$ cat config.mk
export PLATFORM = sky130hd
export DESIGN_NAME = glyph_alpha_blend_blit
export DESIGN_NICKNAME = d
export VERILOG_FILES = /design/src/rtl/gabb_pkg.sv /design/src/rtl/glyph_alpha_blend_blit.sv /design/src/rtl/gabb_regs.sv /design/src/rtl/gabb_blend.sv
export SDC_FILE = /design/constraint.sdc
export NUM_CORES = 2
export LEC_CHECK = 0
export BUFFER_PORTS_ARGS = -buffer_cell sky130_fd_sc_hd__buf_2
export CAP_MARGIN = 10
export CORE_MARGIN = 1
export CORE_UTILIZATION = 64
export DETAILED_ROUTE_END_ITERATION = 10
export PLACE_DENSITY_LB_ADDON = 0.3
export SETUP_SLACK_MARGIN = 0.1
export SLEW_MARGIN = 30
export SYNTH_ARGS = -nofsm -noshare
export SYNTH_HDL_FRONTEND = slang
export SYNTH_HIERARCHICAL = 1
export SYNTH_SLANG_ARGS = --single-unit
$ cat constraint.sdc
create_clock -name clk -period 12.9 [get_ports clk]
set_input_delay 0.645 -clock clk [delete_from_list [all_inputs] [get_ports clk]]
set_output_delay 0.645 -clock clk [all_outputs]
set_load 0.05 [all_outputs]
$ cat src/rtl/gabb_pkg.sv
// ----------------------------------------------------------------------------
// gabb_pkg
// Types, register map and limits shared by the glyph alpha blend blitter.
// ----------------------------------------------------------------------------
package gabb_pkg;

  localparam int MAX_GLYPH_DIM = 255;
  localparam int MAX_BUF_DIM   = 4096;

  localparam int APB_ADDR_W = 5;
  localparam int APB_DATA_W = 32;
  localparam int REG_IDX_W  = 3;

  localparam logic [REG_IDX_W-1:0] REG_FG_COLOR    = 3'd0;
  localparam logic [REG_IDX_W-1:0] REG_ORIGIN_X    = 3'd1;
  localparam logic [REG_IDX_W-1:0] REG_ORIGIN_Y    = 3'd2;
  localparam logic [REG_IDX_W-1:0] REG_BUF_WIDTH   = 3'd3;
  localparam logic [REG_IDX_W-1:0] REG_BUF_HEIGHT  = 3'd4;
  localparam logic [REG_IDX_W-1:0] REG_ROW_PITCH   = 3'd5;
  localparam logic [REG_IDX_W-1:0] REG_GLYPH_WIDTH = 3'd6;

  typedef struct packed {
    logic [7:0]  coverage;
    logic [23:0] background_pixel;
    logic        first_of_glyph;
  } item_t;

  typedef struct packed {
    logic        write_enable;
    logic [24:0] word_address;
    logic [23:0] blended_pixel;
  } result_t;

  typedef struct packed {
    logic [23:0]        fg_color;
    logic signed [15:0] origin_x;
    logic signed [15:0] origin_y;
    logic [12:0]        buf_width;
    logic [12:0]        buf_height;
    logic [13:0]        row_pitch;
    logic [7:0]         glyph_width;
  } cfg_t;

endpackage

$ cat src/rtl/glyph_alpha_blend_blit.sv
// ----------------------------------------------------------------------------
// glyph_alpha_blend_blit
// An item passes the input register, then the result register. Throughput:
// one item per cycle unless result_ready stalls the output; the blend and the
// address multiply sit between the two registers.
// Reset clears both stages, the glyph counters and all registers
// (glyph_width resets to 1).
// ----------------------------------------------------------------------------
module glyph_alpha_blend_blit (
  input  logic                            clk,
  input  logic                            rst,
  input  logic                            item_valid,
  output logic                            item_ready,
  input  gabb_pkg::item_t                 item,
  output logic                            result_valid,
  input  logic                            result_ready,
  output gabb_pkg::result_t               result,
  input  logic                            psel,
  input  logic                            penable,
  input  logic                            pwrite,
  input  logic [gabb_pkg::APB_ADDR_W-1:0] paddr,
  input  logic [gabb_pkg::APB_DATA_W-1:0] pwdata,
  output logic [gabb_pkg::APB_DATA_W-1:0] prdata,
  output logic                            pready
);

  gabb_pkg::cfg_t cfg;

  gabb_regs u_regs (
    .clk     (clk),
    .rst     (rst),
    .psel    (psel),
    .penable (penable),
    .pwrite  (pwrite),
    .paddr   (paddr),
    .pwdata  (pwdata),
    .prdata  (prdata),
    .pready  (pready),
    .cfg     (cfg)
  );

  logic [7:0]  column_count;
  logic [7:0]  row_count;
  logic [7:0]  column_count_next;
  logic [7:0]  row_count_next;
  logic [7:0]  col_cur;
  logic [7:0]  row_cur;
  logic [7:0]  gw;

  logic        s1_valid;
  logic [7:0]  s1_coverage;
  logic [23:0] s1_bg;
  logic [7:0]  s1_col;
  logic [7:0]  s1_row;

  logic        adv2;

  assign adv2       = !result_valid || result_ready;
  assign item_ready = !s1_valid || adv2;

  always_comb begin
    col_cur = item.first_of_glyph ? 8'd0 : column_count;
    row_cur = item.first_of_glyph ? 8'd0 : row_count;
    gw      = (cfg.glyph_width == 8'd0) ? 8'd1 : cfg.glyph_width;
    if (({1'b0, col_cur} + 9'd1) >= {1'b0, gw}) begin
      column_count_next = 8'd0;
      row_count_next    = row_cur + 8'd1;
    end else begin
      column_count_next = col_cur + 8'd1;
      row_count_next    = row_cur;
    end
  end

  always_ff @(posedge clk) begin
    if (rst) begin
      column_count <= '0;
      row_count    <= '0;
      s1_valid     <= 1'b0;
    end else if (item_ready) begin
      s1_valid <= item_valid;
      if (item_valid) begin
        column_count <= column_count_next;
        row_count    <= row_count_next;
      end
    end
  end

  always_ff @(posedge clk) begin
    if (item_ready && item_valid) begin
      s1_coverage <= item.coverage;
      s1_bg       <= item.background_pixel;
      s1_col      <= col_cur;
      s1_row      <= row_cur;
    end
  end

  logic signed [16:0] px;
  logic signed [16:0] py;
  logic [12:0]        bw;
  logic [12:0]        bh;
  logic               in_buf;
  logic [26:0]        row_base;
  logic [27:0]        addr_sum;
  logic [23:0]        pixel;
  gabb_pkg::result_t  result_next;

  gabb_blend u_blend (
    .bg    (s1_bg),
    .fg    (cfg.fg_color),
    .alpha (s1_coverage),
    .pixel (pixel)
  );

  always_comb begin
    px = {cfg.origin_x[15], cfg.origin_x} + $signed({9'd0, s1_col});
    py = {cfg.origin_y[15], cfg.origin_y} + $signed({9'd0, s1_row});
    bw = (cfg.buf_width > 13'(gabb_pkg::MAX_BUF_DIM))
         ? 13'(gabb_pkg::MAX_BUF_DIM) : cfg.buf_width;
    bh = (cfg.buf_height > 13'(gabb_pkg::MAX_BUF_DIM))
         ? 13'(gabb_pkg::MAX_BUF_DIM) : cfg.buf_height;
    in_buf = (s1_coverage != 8'd0) && !px[16] && !py[16]
             && (px[15:0] < {3'd0, bw}) && (py[15:0] < {3'd0, bh});
    row_base = py[12:0] * cfg.row_pitch;
    addr_sum = {1'b0, row_base} + {15'd0, px[12:0]};
    result_next.write_enable  = in_buf;
    result_next.word_address  = in_buf ? addr_sum[24:0] : 25'd0;
    result_next.blended_pixel = pixel;
  end

  always_ff @(posedge clk) begin
    if (rst) begin
      result_valid <= 1'b0;
    end else if (adv2) begin
      result_valid <= s1_valid;
    end
  end

  always_ff @(posedge clk) begin
    if (adv2 && s1_valid) begin
      result <= result_next;
    end
  end

endmodule

$ cat src/rtl/gabb_regs.sv
// ----------------------------------------------------------------------------
// gabb_regs
// APB register file holding the blitter configuration.
// ----------------------------------------------------------------------------
module gabb_regs (
  input  logic                            clk,
  input  logic                            rst,
  input  logic                            psel,
  input  logic                            penable,
  input  logic                            pwrite,
  input  logic [gabb_pkg::APB_ADDR_W-1:0] paddr,
  input  logic [gabb_pkg::APB_DATA_W-1:0] pwdata,
  output logic [gabb_pkg::APB_DATA_W-1:0] prdata,
  output logic                            pready,
  output gabb_pkg::cfg_t                  cfg
);

  logic [gabb_pkg::REG_IDX_W-1:0] idx;
  logic                           wr;

  assign idx    = paddr[gabb_pkg::APB_ADDR_W-1:2];
  assign wr     = psel & penable & pwrite;
  assign pready = 1'b1;

  always_ff @(posedge clk) begin
    if (rst) begin
      cfg.fg_color    <= '0;
      cfg.origin_x    <= '0;
      cfg.origin_y    <= '0;
      cfg.buf_width   <= '0;
      cfg.buf_height  <= '0;
      cfg.row_pitch   <= '0;
      cfg.glyph_width <= 8'd1;
    end else if (wr) begin
      case (idx)
        gabb_pkg::REG_FG_COLOR:    cfg.fg_color    <= pwdata[23:0];
        gabb_pkg::REG_ORIGIN_X:    cfg.origin_x    <= pwdata[15:0];
        gabb_pkg::REG_ORIGIN_Y:    cfg.origin_y    <= pwdata[15:0];
        gabb_pkg::REG_BUF_WIDTH:   cfg.buf_width   <= pwdata[12:0];
        gabb_pkg::REG_BUF_HEIGHT:  cfg.buf_height  <= pwdata[12:0];
        gabb_pkg::REG_ROW_PITCH:   cfg.row_pitch   <= pwdata[13:0];
        gabb_pkg::REG_GLYPH_WIDTH: cfg.glyph_width <= pwdata[7:0];
        default: ;
      endcase
    end
  end

  always_comb begin
    case (idx)
      gabb_pkg::REG_FG_COLOR:    prdata = {8'd0, cfg.fg_color};
      gabb_pkg::REG_ORIGIN_X:    prdata = {16'd0, cfg.origin_x};
      gabb_pkg::REG_ORIGIN_Y:    prdata = {16'd0, cfg.origin_y};
      gabb_pkg::REG_BUF_WIDTH:   prdata = {19'd0, cfg.buf_width};
      gabb_pkg::REG_BUF_HEIGHT:  prdata = {19'd0, cfg.buf_height};
      gabb_pkg::REG_ROW_PITCH:   prdata = {18'd0, cfg.row_pitch};
      gabb_pkg::REG_GLYPH_WIDTH: prdata = {24'd0, cfg.glyph_width};
      default:                   prdata = '0;
    endcase
  end

endmodule

$ cat src/rtl/gabb_blend.sv
// ----------------------------------------------------------------------------
// gabb_blend
// Per-channel RGB888 blend bg + trunc((fg - bg) * alpha / 255).
// ----------------------------------------------------------------------------
module gabb_blend (
  input  logic [23:0] bg,
  input  logic [23:0] fg,
  input  logic [7:0]  alpha,
  output logic [23:0] pixel
);

  always_comb begin
    logic [7:0]  b;
    logic [7:0]  f;
    logic [7:0]  diff;
    logic [15:0] prod;
    logic [16:0] sum;
    logic [7:0]  q;
    pixel = '0;
    for (int c = 0; c < 3; c++) begin
      b    = bg[c*8 +: 8];
      f    = fg[c*8 +: 8];
      diff = (f >= b) ? (f - b) : (b - f);
      prod = diff * alpha;
      // exact divide by 255 for every product up to 255*255
      sum  = {1'b0, prod} + {9'd0, prod[15:8]} + 17'd1;
      q    = sum[15:8];
      pixel[c*8 +: 8] = (f >= b) ? (b + q) : (b - q);
    end
  end

endmodule

==> qor.yml <==
status:
  status: "finished, final reports clean"
yosys:
  synthFlopType: "dfxtp_1"
  synth_seq_cells: 220
  synth_cells: 3164
  yosysSeqAreaShare_pct: 18.7
  synth-async-reset-ratio_pct: 0
  synth_edf_count: 98
  synth_warnings: 6
  syn_area_um2: 28800
  synth_area_per_cell_um2: 9.10
  yosysUniqueCellTypes: 106
global_routing:
  grt_first_pass_wirelength_mm: 118
  grt_max_degree: 140
  grt_pass1_vias: 23300
  track_usage_pct: 31.5
  grt_overflow: 0
  antenna_found_initial: 1
timing:
  max_freq_ghz: 0.0829
  setup_tns_ns: 0
  relSlewSlack_pct: 29.2
  min_period_over_period_pct: 93.5
  clock_skew_ns: 0.0291
  worstMarginPinSlew_ns: 1.05
  rsz0062_at_grt: "yes"
  final_hold_viol_count: 0
  period_needed_ns: 12.06
  setup_violations: 0
  slew_violations: 0
  timing.hold.ws_ns: 0.231
worst_setup_path:
  critPathRequiredTime_ns: 13.24
  crit_path_frequent_cell: "xnor2_1"
  rrSetupSlack_ns: 0.84
  cp-start-kind: "register"
  worstRegToRegCells: 48
  critPathMaxStageDelay_ns: 0.56
  slowest_stage: "ha_1"
  critical_path.endpoint_type: "register"
  critPathMaxFanout: 19
  criticalPathCategory: "reg2reg"
  worstReg2RegStart: "s1_bg[0]"
  arrival_ns: 12.40
  rr_endpoint: "result[7]"
clocking:
  path_clk_slew_ns: 0.06
  clock_sinks: 220
  cts-root-buf: "clkbuf_16"
  cts_tree: "yes"
  insertion_delay_ns: 0.59
  clockBufferDepth: 3
  numCtsBuffers: 27
  h-tree-depth: 1
floorplanning:
  fp.dieArea_um2: 45800
  rows: 77
  ios: 162
  die_w_um: 214
  start_util_pct: 64.9
  coreArea_um2: 44300
  die_h_um: 214
placed_design:
  hpwl_mm: 56.4
  io_buffers: 142
  place_congestion: 0.937
layout:
  nNetsFinal: 3900
  layout_common_cells: "388 x inv_1, 319 x ha_1, 259 x fa_1, 248 x nand2_1, 188 x and2_1"
  drive_gt1_share_pct: 9.71
  fillers: 3383
  area_growth_pct: 7.63
  final_common_cell: "inv_1"
detailed_routing:
  wl_per_cell_um: 18.8
  vias_per_cell: 6.02
  drtPass1Iterations: 6
  totalWireLength_mm: 72.7
  drc: 0
  num_vias: 23200
  drt_iter0_markers: 1651
  final_antenna_net_count: 0
run:
  maxCapViolCount: 0
worst_hold_path:
  hold_end: "s1_bg[1]"
  hold_class: "in2reg"
  min_from: "item[2]"
  whs_path_depth: 1
pwr:
  power_density_nw_per_um2: 260
  p_leak_nw: 14.8
  vdd_drop_max_mv: 0.400
  power_w: 0.00807
worst max-delay path by stage:
stage | from | end | slack, ns | depth (start not counted)
global route | s1_bg[1] | result[7] | 0.05 | 48
global placement | s1_bg[0] | result[7] | 0.95 | 48
CTS | s1_bg[0] | result[7] | 0.69 | 48
floorplan | s1_bg[9] | result[15] | 2.12 | 52
finish | s1_bg[0] | result[7] | 0.84 | 48
detailed placement | s1_bg[0] | result[7] | 0.70 | 48
what timing repair did:
item	in CTS	in global routing
buffers inserted	0	0
endpoints found under the setup margin	0	2
hold buffers	0	0
hold endpoints to repair	0	0
gates resized for setup	0	2
critical path: cells and delay by family, from the launching register on:
kind,cells,cell delay [ns]
xor+xnor,7,1.61
flops,1,0.40
mux,1,0.42
buf+inv,5,0.29
simple gates,6,1.22
fa+ha+maj,9,3.88
compound gates,20,4.00
layer usage:
layer,track usage [%],share of wire [%]
met1,43.3,44
met2,51.9,47
met3,4.45,7.1
met4,8.88,2.9
met5,0,0
state kept, by name (all words and copies together), names as in the netlist:
name,count
result,50
s1_coverage,8
s1_valid,1
u_regs/cfg,104
s1_bg,24
result_valid,1
row_count,8
s1_row,8
s1_col,8
column_count,8
per-stage QoR:
step,cell area [um2],setup slack [ns],util [%],instances
floorplan,28800,2.12,-,3171
global placement,29900,0.946,67.4,3804
detailed placement,29900,0.700,67.4,3804
CTS,30900,0.688,69.8,3854
global route,31000,0.0513,69.9,3858
finish,31000,0.836,69.9,3858
area by class of cell:
class / instances / area, um2 / share of cell area [%]
antenna: 1 / 2.50 / 0.00808
clock buffer: 31 / 712 / 2.30
clock inverter: 19 / 319 / 1.03
inverter: 392 / 1470 / 4.75
multi-input combinational: 2428 / 21400 / 69.0
sequential: 220 / 5390 / 17.4
tap: 592 / 741 / 2.39
timing repair buffer: 175 / 972 / 3.14
power breakdown:
| part | switching [W] | internal [W] |
|---|---|---|
| combinational | 0.00357 | 0.00257 |
| clock | 0.000338 | 0.000545 |
| sequential | 0.0000271 | 0.00102 |
| total | 0.00394 | 0.00413 |
kinds of logic (layout without fill, tap and decap cells):
family,Yosys count,count (layout),share of synthesized area (%)
AO/OA/AOI/OAI,481,481,11.9
XOR/XNOR,156,156,4.93
adder cells (fa/ha/maj),582,582,32.0
buffers and inverters,523,617,7.23
flip-flops,220,220,18.7
multiplexers,173,173,6.14
other,2,10,0.0261
AND/OR/NAND/NOR,1027,1027,19.0
cell usage after synthesis (98+ instances only):
| master | n | share of area, % |
|---|---|---|
| dfxtp_1 | 122 | 8.5 |
| ha_1 | 320 | 14 |
| and2_1 | 189 | 4.1 |
| nor2_1 | 143 | 1.9 |
| nand2_1 | 248 | 3.2 |
| mux2i_1 | 145 | 5.0 |
| xnor2_1 | 105 | 3.2 |
| edfxtp_1 | 98 | 10 |
| inv_1 | 388 | 5.1 |
| fa_1 | 259 | 18 |
| nand2b_1 | 150 | 3.3 |
| a21oi_1 | 123 | 2.1 |
(Power assumes the default switching activity.)
